[config.mk]
export PLATFORM = sky130hd
export DESIGN_NAME = pixel_blend_modes_with_opacity
export DESIGN_NICKNAME = d
export VERILOG_FILES = /design/src/hdl/pbm_pkg.sv /design/src/hdl/pbm_front.sv /design/src/hdl/pbm_queue.sv /design/src/hdl/pbm_lane.sv /design/src/hdl/pbm_back.sv /design/src/hdl/pixel_blend_modes_with_opacity.sv
export SDC_FILE = /design/constraint.sdc
export NUM_CORES = 2
export LEC_CHECK = 0
export BUFFER_PORTS_ARGS = -buffer_cell sky130_fd_sc_hd__clkbuf_2
export CAP_MARGIN = 20
export CELL_PAD_IN_SITES_DETAIL_PLACEMENT = 2
export CELL_PAD_IN_SITES_GLOBAL_PLACEMENT = 2
export CORE_UTILIZATION = 40
export DETAILED_ROUTE_END_ITERATION = 10
export GPL_TIMING_DRIVEN = 1
export PLACE_DENSITY = 0.87
export SKIP_LAST_GASP = 1
export SYNTH_ARGS = -nofsm -noshare
export SYNTH_HDL_FRONTEND = slang
export SYNTH_SLANG_ARGS = --single-unit
export TNS_END_PERCENT = 30
[constraint.sdc]
create_clock -name i_clk -period 15.9 [get_ports i_clk]
set_input_delay 2.385 -clock i_clk [delete_from_list [all_inputs] [get_ports i_clk]]
set_output_delay 2.385 -clock i_clk [all_outputs]
set_load 0.005 [all_outputs]
[src/hdl/pbm_pkg.sv]
`timescale 1ns / 1ps
// ----------------------------------------------------------------------------
// pbm_pkg - shared types and constants of the pixel blend block
// Codes for blend modes, layouts and register indexes, the item carried from
// the front end to the arithmetic back end, and fixed arithmetic constants.
// ----------------------------------------------------------------------------
package pbm_pkg;

    // Field and port widths
    localparam int CH_W      = 8;
    localparam int NUM_CH    = 4;
    localparam int MODE_W    = 3;
    localparam int OP_W      = 9;
    localparam int LAYOUT_W  = 2;
    localparam int CFG_IDX_W = 2;
    localparam int CFG_DAT_W = 9;
    localparam int IN_DATA_W  = 2 * NUM_CH * CH_W;
    localparam int OUT_DATA_W = NUM_CH * CH_W;

    // Blend mode codes; PASS is an internal lane code only
    localparam logic [MODE_W-1:0] MODE_NORMAL   = 3'd0;
    localparam logic [MODE_W-1:0] MODE_MULTIPLY = 3'd1;
    localparam logic [MODE_W-1:0] MODE_SCREEN   = 3'd2;
    localparam logic [MODE_W-1:0] MODE_OVERLAY  = 3'd3;
    localparam logic [MODE_W-1:0] MODE_DARKEN   = 3'd4;
    localparam logic [MODE_W-1:0] MODE_PASS     = 3'd5;

    // Layout codes
    localparam logic [LAYOUT_W-1:0] LAYOUT_GRAY = 2'd0;
    localparam logic [LAYOUT_W-1:0] LAYOUT_RGB  = 2'd1;
    localparam logic [LAYOUT_W-1:0] LAYOUT_RGBA = 2'd2;

    // Register indexes
    localparam logic [CFG_IDX_W-1:0] CFG_BLEND_MODE = 2'd0;
    localparam logic [CFG_IDX_W-1:0] CFG_OPACITY    = 2'd1;
    localparam logic [CFG_IDX_W-1:0] CFG_LAYOUT     = 2'd2;

    // Register reset values
    localparam logic [MODE_W-1:0]   RST_BLEND_MODE = MODE_NORMAL;
    localparam logic [OP_W-1:0]     RST_OPACITY    = 9'd256;
    localparam logic [LAYOUT_W-1:0] RST_LAYOUT     = LAYOUT_RGB;

    // Arithmetic constants
    localparam logic [OP_W-1:0] OP_ONE     = 9'd256;     // opacity of 1.0
    localparam logic [15:0]     FULL_SQ    = 16'd65025;  // 255 * 255
    localparam logic [23:0]     ROUND_HALF = 24'd32640;  // half of 256 * 255
    localparam logic [15:0]     RECIP_255  = 16'h8081;   // 2^23 / 255, rounded up
    localparam int              RECIP_SH   = 23;
    localparam logic [8:0]      CH_MAX     = 9'd255;

    // Structure depths
    localparam int QUEUE_DEPTH = 4;
    localparam int BACK_STAGES = 6;

    // Per-item classification made by the front end
    typedef struct packed {
        logic [NUM_CH-1:0] keep;        // lane result shown, else zero
        logic [MODE_W-1:0] colour_mode; // lane mode for channels 0..2
        logic [MODE_W-1:0] alpha_mode;  // lane mode for alpha
        logic [OP_W-1:0]   op;          // opacity, saturated to 256
    } t_cls;

    // Item held in the queue between front and back
    typedef struct packed {
        logic [NUM_CH-1:0][CH_W-1:0] a;
        logic [NUM_CH-1:0][CH_W-1:0] b;
        t_cls                        cls;
    } t_item;

endpackage

[src/hdl/pbm_front.sv]
`timescale 1ns / 1ps
// ----------------------------------------------------------------------------
// pbm_front - input stage and classification
// Holds the configuration registers, takes pixel transfers, resolves the
// per-lane blend mode, output mask and saturated opacity, and offers the
// classified item to the queue.
// ----------------------------------------------------------------------------
module pbm_front (
    input  logic                            i_clk,
    input  logic                            i_rst_n,
    // configuration write port
    input  logic                            i_cfg_we,
    input  logic [pbm_pkg::CFG_IDX_W-1:0]   i_cfg_addr,
    input  logic [pbm_pkg::CFG_DAT_W-1:0]   i_cfg_data,
    // pixel input
    input  logic                            s_axis_tvalid,
    output logic                            s_axis_tready,
    input  logic [pbm_pkg::IN_DATA_W-1:0]   s_axis_tdata,
    // towards the queue
    output logic                            o_push,
    output pbm_pkg::t_item                  o_item,
    input  logic                            i_q_ready
);

    logic [pbm_pkg::MODE_W-1:0]   r_blend_mode;
    logic [pbm_pkg::OP_W-1:0]     r_opacity;
    logic [pbm_pkg::LAYOUT_W-1:0] r_layout;

    logic           r_f_valid;
    pbm_pkg::t_item r_f_item;
    pbm_pkg::t_item n_f_item;
    logic           accept;

    // configuration registers
    always_ff @(posedge i_clk) begin
        if (!i_rst_n) begin
            r_blend_mode <= pbm_pkg::RST_BLEND_MODE;
            r_opacity    <= pbm_pkg::RST_OPACITY;
            r_layout     <= pbm_pkg::RST_LAYOUT;
        end else if (i_cfg_we) begin
            case (i_cfg_addr)
                pbm_pkg::CFG_BLEND_MODE: r_blend_mode <= i_cfg_data[pbm_pkg::MODE_W-1:0];
                pbm_pkg::CFG_OPACITY:    r_opacity    <= i_cfg_data[pbm_pkg::OP_W-1:0];
                pbm_pkg::CFG_LAYOUT:     r_layout     <= i_cfg_data[pbm_pkg::LAYOUT_W-1:0];
                default: ;
            endcase
        end
    end

    // classification of the incoming transfer
    always_comb begin
        logic mode_ok;
        logic gray;
        mode_ok = (r_blend_mode <= pbm_pkg::MODE_DARKEN);
        gray    = (r_layout == pbm_pkg::LAYOUT_GRAY);

        n_f_item.a = s_axis_tdata[pbm_pkg::OUT_DATA_W-1:0];
        n_f_item.b = s_axis_tdata[pbm_pkg::IN_DATA_W-1:pbm_pkg::OUT_DATA_W];

        // gray layout blends only in normal mode
        if (!mode_ok || (gray && r_blend_mode != pbm_pkg::MODE_NORMAL))
            n_f_item.cls.colour_mode = pbm_pkg::MODE_PASS;
        else
            n_f_item.cls.colour_mode = r_blend_mode;

        n_f_item.cls.alpha_mode = mode_ok ? pbm_pkg::MODE_NORMAL : pbm_pkg::MODE_PASS;

        case (r_layout)
            pbm_pkg::LAYOUT_GRAY: n_f_item.cls.keep = 4'b0001;
            pbm_pkg::LAYOUT_RGBA: n_f_item.cls.keep = 4'b1111;
            default:              n_f_item.cls.keep = 4'b0111;
        endcase

        n_f_item.cls.op = (r_opacity > pbm_pkg::OP_ONE) ? pbm_pkg::OP_ONE : r_opacity;
    end

    // input register, freed as soon as the queue takes it
    assign s_axis_tready = !r_f_valid || i_q_ready;
    assign accept        = s_axis_tvalid && s_axis_tready;
    assign o_push        = r_f_valid && i_q_ready;
    assign o_item        = r_f_item;

    always_ff @(posedge i_clk) begin
        if (!i_rst_n) begin
            r_f_valid <= 1'b0;
        end else if (accept) begin
            r_f_valid <= 1'b1;
        end else if (o_push) begin
            r_f_valid <= 1'b0;
        end
    end

    always_ff @(posedge i_clk) begin
        if (accept) begin
            r_f_item <= n_f_item;
        end
    end

endmodule

[src/hdl/pbm_queue.sv]
`timescale 1ns / 1ps
// ----------------------------------------------------------------------------
// pbm_queue - short item queue between front and back
// Register-based circular buffer; push and pop may happen in one cycle.
// ----------------------------------------------------------------------------
module pbm_queue #(
    parameter int DEPTH = pbm_pkg::QUEUE_DEPTH
) (
    input  logic           i_clk,
    input  logic           i_rst_n,
    input  logic           i_push,
    input  pbm_pkg::t_item i_item,
    output logic           o_ready,
    input  logic           i_pop,
    output logic           o_valid,
    output pbm_pkg::t_item o_item
);

    localparam int AW = (DEPTH > 1) ? $clog2(DEPTH) : 1;
    localparam int CW = $clog2(DEPTH + 1);
    localparam logic [AW-1:0] LAST = AW'(DEPTH - 1);
    localparam logic [CW-1:0] FULL = CW'(DEPTH);

    pbm_pkg::t_item  r_mem [DEPTH];
    logic [AW-1:0]   r_wr_ptr;
    logic [AW-1:0]   r_rd_ptr;
    logic [CW-1:0]   r_count;
    logic            do_push;
    logic            do_pop;

    assign o_ready = (r_count != FULL);
    assign o_valid = (r_count != '0);
    assign o_item  = r_mem[r_rd_ptr];
    assign do_push = i_push && o_ready;
    assign do_pop  = i_pop && o_valid;

    // pointers and fill count
    always_ff @(posedge i_clk) begin
        if (!i_rst_n) begin
            r_wr_ptr <= '0;
            r_rd_ptr <= '0;
            r_count  <= '0;
        end else begin
            if (do_push)
                r_wr_ptr <= (r_wr_ptr == LAST) ? '0 : r_wr_ptr + 1'b1;
            if (do_pop)
                r_rd_ptr <= (r_rd_ptr == LAST) ? '0 : r_rd_ptr + 1'b1;
            if (do_push && !do_pop)
                r_count <= r_count + 1'b1;
            else if (do_pop && !do_push)
                r_count <= r_count - 1'b1;
        end
    end

    // storage
    always_ff @(posedge i_clk) begin
        if (do_push) begin
            r_mem[r_wr_ptr] <= i_item;
        end
    end

endmodule

[src/hdl/pbm_lane.sv]
`timescale 1ns / 1ps
// ----------------------------------------------------------------------------
// pbm_lane - arithmetic pipeline for one channel
// Six register stages: operand product, blend numerator over 255, opacity
// weighting, rounded sum over 256, reciprocal multiply for /255, result.
// ----------------------------------------------------------------------------
module pbm_lane (
    input  logic                          i_clk,
    input  logic                          i_en,
    input  logic [pbm_pkg::CH_W-1:0]      i_a,
    input  logic [pbm_pkg::CH_W-1:0]      i_b,
    input  logic [pbm_pkg::MODE_W-1:0]    i_mode,
    input  logic [pbm_pkg::OP_W-1:0]      i_op,
    input  logic                          i_keep,
    output logic [pbm_pkg::CH_W-1:0]      o_res
);

    // stage 1
    logic [15:0]                   r1_prod;
    logic [pbm_pkg::CH_W-1:0]      r1_a;
    logic [pbm_pkg::CH_W-1:0]      r1_v;
    logic [pbm_pkg::MODE_W-1:0]    r1_mode;
    logic                          r1_low;
    logic [pbm_pkg::OP_W-1:0]      r1_op;
    logic                          r1_keep;
    // stage 2
    logic [15:0]                   r2_num;
    logic [pbm_pkg::CH_W-1:0]      r2_a;
    logic [pbm_pkg::OP_W-1:0]      r2_op;
    logic                          r2_keep;
    // stage 3
    logic [23:0]                   r3_pb;
    logic [15:0]                   r3_pa;
    logic                          r3_keep;
    // stage 4
    logic [15:0]                   r4_q;
    logic                          r4_keep;
    // stage 5
    logic [31:0]                   r5_p;
    logic                          r5_keep;
    // stage 6
    logic [pbm_pkg::CH_W-1:0]      r6_res;

    logic [pbm_pkg::CH_W-1:0] op_x;
    logic [pbm_pkg::CH_W-1:0] op_y;
    logic [pbm_pkg::CH_W-1:0] n1_v;
    logic [15:0]              n2_num;
    logic [24:0]              pb_full;
    logic [16:0]              pa_full;
    logic [23:0]              total;
    logic [31:0]              recip;
    logic [8:0]               quo;

    // operand selection for the shared 8x8 product
    always_comb begin
        op_x = i_a;
        op_y = i_b;
        case (i_mode)
            pbm_pkg::MODE_SCREEN: begin
                op_x = ~i_a;
                op_y = ~i_b;
            end
            pbm_pkg::MODE_OVERLAY: begin
                if (i_a[pbm_pkg::CH_W-1]) begin
                    op_x = ~i_a;
                    op_y = ~i_b;
                end
            end
            default: ;
        endcase
    end

    // value scaled by 255 in the linear modes
    always_comb begin
        case (i_mode)
            pbm_pkg::MODE_NORMAL: n1_v = i_b;
            pbm_pkg::MODE_DARKEN: n1_v = (i_a < i_b) ? i_a : i_b;
            default:              n1_v = i_a;
        endcase
    end

    always_ff @(posedge i_clk) begin
        if (i_en) begin
            r1_prod <= op_x * op_y;
            r1_a    <= i_a;
            r1_v    <= n1_v;
            r1_mode <= i_mode;
            r1_low  <= !i_a[pbm_pkg::CH_W-1];
            r1_op   <= i_op;
            r1_keep <= i_keep;
        end
    end

    // blend numerator over 255
    always_comb begin
        logic [16:0] dbl;
        dbl = {r1_prod, 1'b0};
        case (r1_mode)
            pbm_pkg::MODE_MULTIPLY: n2_num = r1_prod;
            pbm_pkg::MODE_SCREEN:   n2_num = pbm_pkg::FULL_SQ - r1_prod;
            pbm_pkg::MODE_OVERLAY:  n2_num = r1_low ? dbl[15:0]
                                                    : pbm_pkg::FULL_SQ - dbl[15:0];
            default:                n2_num = {r1_v, 8'd0} - {8'd0, r1_v};
        endcase
    end

    always_ff @(posedge i_clk) begin
        if (i_en) begin
            r2_num  <= n2_num;
            r2_a    <= r1_a;
            r2_op   <= r1_op;
            r2_keep <= r1_keep;
        end
    end

    // opacity weighting of both terms
    assign pb_full = r2_num * r2_op;
    assign pa_full = r2_a * (pbm_pkg::OP_ONE - r2_op);

    always_ff @(posedge i_clk) begin
        if (i_en) begin
            r3_pb   <= pb_full[23:0];
            r3_pa   <= pa_full[15:0];
            r3_keep <= r2_keep;
        end
    end

    // first-term times 255, add, round, drop the factor 256
    assign total = {r3_pa, 8'd0} - {8'd0, r3_pa} + r3_pb + pbm_pkg::ROUND_HALF;

    always_ff @(posedge i_clk) begin
        if (i_en) begin
            r4_q    <= total[23:8];
            r4_keep <= r3_keep;
        end
    end

    // floor(q / 255) by reciprocal, exact for 16-bit q
    assign recip = r4_q * pbm_pkg::RECIP_255;

    always_ff @(posedge i_clk) begin
        if (i_en) begin
            r5_p    <= recip;
            r5_keep <= r4_keep;
        end
    end

    // saturate and mask unused channels
    assign quo = r5_p[pbm_pkg::RECIP_SH+8:pbm_pkg::RECIP_SH];

    always_ff @(posedge i_clk) begin
        if (i_en) begin
            if (!r5_keep)
                r6_res <= '0;
            else if (quo > pbm_pkg::CH_MAX)
                r6_res <= pbm_pkg::CH_MAX[pbm_pkg::CH_W-1:0];
            else
                r6_res <= quo[pbm_pkg::CH_W-1:0];
        end
    end

    assign o_res = r6_res;

endmodule

[src/hdl/pbm_back.sv]
`timescale 1ns / 1ps
// ----------------------------------------------------------------------------
// pbm_back - blend execution back end
// Pulls classified items from the queue into four channel lanes that advance
// together; the last lane stage is the output register.
// ----------------------------------------------------------------------------
module pbm_back (
    input  logic                            i_clk,
    input  logic                            i_rst_n,
    input  logic                            i_q_valid,
    input  pbm_pkg::t_item                  i_q_item,
    output logic                            o_q_pop,
    output logic                            m_axis_tvalid,
    input  logic                            m_axis_tready,
    output logic [pbm_pkg::OUT_DATA_W-1:0]  m_axis_tdata
);

    logic [pbm_pkg::BACK_STAGES-1:0]           r_vld;
    logic                                      en;
    logic [pbm_pkg::NUM_CH-1:0][pbm_pkg::CH_W-1:0] res;

    // whole pipeline moves unless a finished result is held back
    assign en      = !r_vld[pbm_pkg::BACK_STAGES-1] || m_axis_tready;
    assign o_q_pop = en && i_q_valid;

    always_ff @(posedge i_clk) begin
        if (!i_rst_n) begin
            r_vld <= '0;
        end else if (en) begin
            r_vld <= {r_vld[pbm_pkg::BACK_STAGES-2:0], i_q_valid};
        end
    end

    // channel lanes; alpha uses its own mode
    for (genvar g = 0; g < pbm_pkg::NUM_CH; g++) begin : g_lane
        pbm_lane u_lane (
            .i_clk  (i_clk),
            .i_en   (en),
            .i_a    (i_q_item.a[g]),
            .i_b    (i_q_item.b[g]),
            .i_mode ((g == pbm_pkg::NUM_CH - 1) ? i_q_item.cls.alpha_mode
                                                 : i_q_item.cls.colour_mode),
            .i_op   (i_q_item.cls.op),
            .i_keep (i_q_item.cls.keep[g]),
            .o_res  (res[g])
        );
    end

    assign m_axis_tvalid = r_vld[pbm_pkg::BACK_STAGES-1];
    assign m_axis_tdata  = res;

endmodule

[src/hdl/pixel_blend_modes_with_opacity.sv]
`timescale 1ns / 1ps
// ----------------------------------------------------------------------------
// pixel_blend_modes_with_opacity - two-layer pixel blend with opacity
//
//   channel   direction  handshake                      payload
//   s_axis    in         s_axis_tvalid / s_axis_tready  two pixels, 64 bits
//   m_axis    out        m_axis_tvalid / m_axis_tready  blended pixel, 32 bits
//   cfg       in         i_cfg_we                       index 2 bits, data 9 bits
//
// One pixel per clock sustained while the output is not stalled. Between an
// input transfer and its output lie the input register, the queue, then six
// lane stages bound by the three multiplies per channel and the reciprocal
// divide by 255.
// Reset is synchronous; it empties the pipeline and restores the registers.
// An output stall freezes the lanes; the queue keeps taking transfers until
// it fills.
// ----------------------------------------------------------------------------
module pixel_blend_modes_with_opacity #(
    parameter int QUEUE_DEPTH = pbm_pkg::QUEUE_DEPTH
) (
    input  logic                            i_clk,
    input  logic                            i_rst_n,
    input  logic                            i_cfg_we,
    input  logic [pbm_pkg::CFG_IDX_W-1:0]   i_cfg_addr,
    input  logic [pbm_pkg::CFG_DAT_W-1:0]   i_cfg_data,
    input  logic                            s_axis_tvalid,
    output logic                            s_axis_tready,
    // first_c0, first_c1, first_c2, first_alpha,
    // second_c0, second_c1, second_c2, second_alpha
    input  logic [pbm_pkg::IN_DATA_W-1:0]   s_axis_tdata,
    output logic                            m_axis_tvalid,
    input  logic                            m_axis_tready,
    // out_c0, out_c1, out_c2, out_alpha
    output logic [pbm_pkg::OUT_DATA_W-1:0]  m_axis_tdata
);

    logic           push;
    logic           q_ready;
    logic           q_valid;
    logic           q_pop;
    pbm_pkg::t_item f_item;
    pbm_pkg::t_item q_item;

    pbm_front u_front (
        .i_clk         (i_clk),
        .i_rst_n       (i_rst_n),
        .i_cfg_we      (i_cfg_we),
        .i_cfg_addr    (i_cfg_addr),
        .i_cfg_data    (i_cfg_data),
        .s_axis_tvalid (s_axis_tvalid),
        .s_axis_tready (s_axis_tready),
        .s_axis_tdata  (s_axis_tdata),
        .o_push        (push),
        .o_item        (f_item),
        .i_q_ready     (q_ready)
    );

    pbm_queue #(
        .DEPTH (QUEUE_DEPTH)
    ) u_queue (
        .i_clk   (i_clk),
        .i_rst_n (i_rst_n),
        .i_push  (push),
        .i_item  (f_item),
        .o_ready (q_ready),
        .i_pop   (q_pop),
        .o_valid (q_valid),
        .o_item  (q_item)
    );

    pbm_back u_back (
        .i_clk         (i_clk),
        .i_rst_n       (i_rst_n),
        .i_q_valid     (q_valid),
        .i_q_item      (q_item),
        .o_q_pop       (q_pop),
        .m_axis_tvalid (m_axis_tvalid),
        .m_axis_tready (m_axis_tready),
        .m_axis_tdata  (m_axis_tdata)
    );

endmodule

Word-level counts from Yosys, hierarchy flattened:

Memory sizes are Yosys's and may differ from the RTL's. A register that Yosys moved wholly into a read port is not among the register bits.
Cells that the tools add are included.

* memory bits (writable): 332
* bits of input ports: 80
* logic and storage cells: 249
* memories: 1
* output and inout port bits: 34
* register bits after elaboration: 767

Memory list
* u_queue.r_mem: depth 4, bits a word 83, rd ports 1, clocked after Yosys merged registers in 1, wr ports 1, line pbm_queue.sv:24 `pbm_pkg::t_item r_mem [DEPTH];`

* mux-type cells: 48
* order comparisons: 10
* $add $sub $neg: 29
* $mul: 16
* equality and inequality tests: 18
* reductions and logical operators: 31
* bitwise logic cells: 8

Operators by type and width (count)
* $pmux W16 S3: 4
* $pmux W8 S2: 12
* $mul A16 B16 Y32 const B: 4
* $mux W8: 16
* $sub A16 B16 Y16 const A: 8
* $add A24 B15 Y24 const B: 4
* $add A24 B24 Y24: 4
* $mul A16 B9 Y24: 4
* $sub A24 B16 Y24: 4
* $mul A8 B8 Y16: 4
* $mux W16: 4
* $not A8 Y8: 8
* $sub A16 B8 Y16: 4
* $gt A9 B8 Y1 const B: 4
* $mul A8 B17 Y16: 2
* $lt A8 B8 Y1: 4
* $mul A9 B10 Y16: 2
* $eq A3 B2 Y1 const B: 8
* $sub A9 B9 Y10 const A: 1
* $gt A9 B9 Y1 const B: 1
* $logic_not A1 Y1: 9
* $mux W3: 3
* $eq A2 B2 Y1 const B: 4
* $logic_and A1 B1 Y1: 8
* 17 further kinds: 34

Longest topological paths before layout:

* word-level depth: 7
* depth in mapped cells: 28
* gate-level depth less buffers: 24

Hierarchy:

Synthesis repeated with hierarchy kept, for this count alone.

* cells, all modules: 8457
* area total of the unflattened synthesis: 90473.0 um2

Modules (own cells, without submodules)
* pbm_lane (u_back.g_lane[0].u_lane ...): area an instance 18858.1 um2, cells an instance 1993, sequential area each 4684.5 um2, times used 2
* pbm_lane (u_back.g_lane[2].u_lane): area an instance 18501.5 um2, cells an instance 1910, sequential area each 4684.5 um2, times used 1
* pbm_lane (u_back.g_lane[3].u_lane): area an instance 18443.9 um2, cells an instance 1888, sequential area each 4684.5 um2, times used 1
* pbm_queue: area an instance 12435.7 um2, cells an instance 484, sequential area each 10149.7 um2, times used 1
* pbm_front: area an instance 3139.3 um2, cells an instance 167, sequential area each 2672.6 um2, times used 1
* pbm_back: area an instance 236.5 um2, cells an instance 22, sequential area each 120.1 um2, times used 1

Worst setup path before layout:

No wires, ideal clock.

* kind: in2reg
* from: in m_axis_tready
* to: reg u_queue.r_count[2]
* path buffers: 1
* setup time: 0.076 ns
* data arrival time: 16.433 ns
* stages on the path: 10
* slack: -0.608 ns
* data required time: 15.824 ns
* cell sequence: nor2b_1 > clkbuf_1 > inv_1 > o31ai_1 > ha_1 > inv_1 > fa_1 > xor2_1 > or3_1 > a21boi_0

* word-level cells in the longest chain between the ends: 6
* elaborated cells between the ends (all ways): 8
* classes of those cells: 1 x mux; 7 x reduce/logical

RTL lines
* start, declared: line pixel_blend_modes_with_opacity.sv:32 `input logic m_axis_tready,`
* $logic_or A1 B1 Y1 (*): line pbm_back.sv:23 `assign en = !r_vld[pbm_pkg::BACK_STAGES-1] || m_axis_tready;`
* $logic_and A1 B1 Y1 (*): line pbm_back.sv:24 `assign o_q_pop = en && i_q_valid;`
* $logic_and A1 B1 Y1 (*): line pbm_queue.sv:35 `assign do_pop = i_pop && o_valid;`
* $logic_not A1 Y1: line pbm_queue.sv:48 `if (do_push && !do_pop)`
* $logic_and A1 B1 Y1: line pbm_queue.sv:48
* $mux W3 / $reduce_bool A2 Y1 (equally long branches)
* end signal, assigned: line pbm_queue.sv:49 `r_count <= r_count + 1'b1;`
* end signal, assigned: line pbm_queue.sv:51 `r_count <= r_count - 1'b1;`
* end, declared: line pbm_queue.sv:27 `logic [CW-1:0] r_count;`

Every way passes the cells marked *; elsewhere a longest branch is shown, timed or not.
A chain may end at the register's enable or synchronous reset.

==> metrics.txt <==
synth unique cells 92; first-pass GRT wire length 426 mm; Startpoint Class flip-flop; DRC viols 0; antenna violations before repair 21; 1st-iter DRT viols 3603; max frequency 0.112 GHz; Avg WL per Cell 28.1 um; Top FF cell, synth edfxtp_1; worst skew pair latency 0.83 ns; largest net degree at the start of global routing 155; EDFF count, synth 929; number of global-route vias before repair 66200; register area share after synthesis 35.6%; final setup fails 0; Initial Util 40.4%; Hold Fails Final Rpt 0; Root Driver clkbuf_16; port buffer count 113; r2r endpoint u_back.g_lane[1].u_lane.r1_prod[15]; fraction of layout cells with a size suffix above 1 7.14%; clk slew on worst S/H paths 0.06 ns; Fin Setup TNS 0 ns; num rows 163; overall routing resource usage 27.8%; clk sinks 959; Setup crit end kind flip-flop; YS warnings 0; HPWL Detailed 196 mm; Via-to-Cell Ratio 5.58; Reg2Reg Depth 23; Final nets 8974; HP Start u_back.g_lane[3].u_lane.r1_keep; synthesized cell area 80100 um^2; worst-path fanout max 32; die height 449 um; Seq cells post-synth 959; Final Cycle Share 56.2%; htree depth 3; Initial DRT Pass Iterations 5; die area 202000 um^2; Mapped Avg Cell Area 11.1 um^2; min Tclk post-route 8.93 ns; core area 198000 um^2; Post-synth ARST share 0%; clk_skew 0.0967 ns; clk buf depth 3; Relative slew margins 25.5%; Pins Over Slew Limit 0; WP data required 16.42 ns; DR vias 55600; Synth-to-Final Area Change 8.97%; crit path kind flip-flop to flip-flop; cell count after synthesis 7191; RePlAce Congestion 0.868; maxcap violations 0; TritonCTS clock tree built; gr ovfl total 0; DIE WIDTH 449 um; # resized after CTS 0; Post-CTS Setup Inserts 0; total CTS buffers 112; hold_buf cts 0; Slew @ Worst Pin 1.12 ns; crit path DAT 9.45 ns; Final ANT Viol Nets 0; hold endpoint u_back.g_lane[3].u_lane.r2_keep; type of the worst min-delay path flip-flop to flip-flop; RSZ-0062 raised after global routing no; hold depth 0; flop-to-flop setup slack 6.97 ns; Ports 114; syn nets 8945; fillers 19900; status completed; routed wire length 280 mm
-- per-stage QoR --
step                hold slack (ns)  std cells  setup slack [ns]  area (um^2)  util (%)
floorplan                     0.400       7191              3.53        80100         -
global placement              0.403       9743              7.78        83400      42.1
detailed placement            0.408       9743              7.37        83400      42.1
CTS                           0.399       9950              7.01        87200      44.0
global route                  0.424       9955              6.45        87300      44.1
finish                        0.417       9958              6.97        87300      44.1
-- critical path: stages (launching register included) --
cell	delay, ns
dfxtp_4	0.66
buf_4	0.62
mux4_2	0.74
nor2b_1	0.46
buf_4	0.28
a21boi_4	0.64
xnor2_1	0.54
nor2_1	0.17
fa_1	0.47
fa_1	0.47
ha_1	0.30
inv_1	0.06
fa_1	0.52
inv_1	0.07
ha_1	0.33
nor2b_1	0.16
o21ai_0	0.28
a21boi_0	0.19
o21ai_0	0.35
a21boi_0	0.27
o21ai_0	0.40
a21oi_1	0.16
o41ai_1	0.35
xnor2_1	0.12
-- cells by family (layout without fill, tap and decap cells) --
logic type	Yosys count	after routing	share of synthesized area, %
DFF	959	959	35.6
AOI/OAI and AO/OA	723	723	5.89
adders and majority gates	1674	1674	33.3
other	0	5	0
xor gates and xnor gates	400	400	4.44
and+or+nand+nor	1864	1864	11.0
buffers and inverters	1445	1567	6.88
muxes	126	126	2.87
-- flip-flops by register name, summed over array words and instances (netlist names), 3 cells and up, named ones only --
signal,cells
u_back.g_lane.u_lane.o_res,32
u_back.g_lane.u_lane.r1_a,32
u_back.g_lane.u_lane.r1_low,3
u_back.g_lane.u_lane.r1_mode,3
u_back.g_lane.u_lane.r1_op,9
u_back.g_lane.u_lane.r1_prod,48
u_back.g_lane.u_lane.r1_v,32
u_back.g_lane.u_lane.r2_a,32
u_back.g_lane.u_lane.r2_num,64
u_back.g_lane.u_lane.r2_op,9
u_back.g_lane.u_lane.r3_pa,64
u_back.g_lane.u_lane.r3_pb,96
u_back.g_lane.u_lane.r4_q,64
u_back.g_lane.u_lane.r5_p,36
u_back.r_vld,6
u_front.o_item,79
u_front.r_blend_mode,3
u_front.r_opacity,9
u_queue.r_count,3
u_queue.r_mem,316
-- layout by cell type, fill, tap and decap left out, types with 12 or more instances in the layout --
cell | synthesis | layout
nor2b_1 | 70 | 70
a211oi_1 | 26 | 26
nor3_1 | 66 | 65
clkbuf_2 | 1 | 113
fa_1 | 763 | 763
xnor2_1 | 288 | 283
a31oi_1 | 23 | 22
a21o_1 | 48 | 48
and2_1 | 406 | 402
o21a_1 | 60 | 60
inv_1 | 1193 | 1192
mux2_2 | 12 | 12
o31ai_1 | 14 | 14
clkinvlp_4 | 0 | 18
nand3_1 | 45 | 45
and3_1 | 24 | 24
nor2_1 | 422 | 422
or2_2 | 45 | 45
or3_1 | 26 | 26
o21ai_0 | 153 | 153
edfxtp_1 | 929 | 929
buf_4 | 2 | 48
mux4_2 | 79 | 79
o211ai_1 | 18 | 18
clkinv_1 | 0 | 20
xor2_1 | 105 | 103
a21boi_0 | 35 | 35
clkinv_2 | 0 | 15
mux2i_1 | 28 | 28
nand2_1 | 671 | 671
clkbuf_16 | 0 | 113
nand2b_1 | 36 | 36
clkbuf_1 | 168 | 19
ha_1 | 911 | 911
a21oi_1 | 209 | 209
dfxtp_1 | 30 | 28
a22oi_1 | 19 | 19
-- synth_stat cells, drive strengths merged (11+ instances only) --
master	count	area [um^2]
mux4	79	1780
nand2	671	2520
or3	26	163
xnor2	291	2570
a31oi	24	165
edfxtp	929	27900
o21a	60	450
o211ai	18	135
o31a	11	96.3
dfxtp	30	601
a21boi	37	289
o31ai	15	126
nand3	45	225
a21o	48	360
ha	911	11400
fa	763	15300
buf	82	389
mux2i	28	280
mux2	19	240
a22oi	19	143
nor2b	70	438
or2	52	325
o21ai	163	831
and3	24	150
nand2b	36	225
nor3	66	330
a211oi	27	208
nor2	422	1580
clkbuf	169	636
o41ai	12	113
and2	406	2540
xor2	109	985
a21oi	209	1050
inv	1194	4480
-- layer usage --
metal	wire length, um	share of wire, %	vias up	GRT usage (%)
li1	-	-	23700	-
met1	103000	37	29200	30.8
met2	149000	53	1839	51.4
met3	13300	4.8	766	4.59
met4	14600	5.2	26	13.4
met5	184	0.066	-	0
-- final cells by class --
cell class	count	area [um^2]	share of cell area, %
inverters	1194	4490	5.14
repair buffers	166	1050	1.20
clock buffers	132	2900	3.32
flip-flops and latches	959	28500	32.7
diodes	5	12.5	0.0143
well taps	2640	3300	3.79
clock inverters	75	833	0.955
multi-input cells	4787	46200	52.9
-- how the worst max path moves through the flow --
stage,start,endpoint,slack (ns),cells past startpoint
floorplan,m_axis_tready,u_queue.r_count[2],3.53,10
global placement,flip-flop,u_back.g_lane[0].u_lane.r1_prod[15],7.78,22
detailed placement,flip-flop,u_back.g_lane[2].u_lane.r1_prod[15],7.37,22
CTS,flip-flop,u_back.g_lane[2].u_lane.r1_prod[15],7.01,22
global route,flip-flop,u_back.g_lane[1].u_lane.r1_prod[15],6.45,23
finish,flip-flop,u_back.g_lane[1].u_lane.r1_prod[15],6.97,23
Power is not shown: default switching activity piles up to over one toggle a cycle in this logic, so the estimate is an artifact.
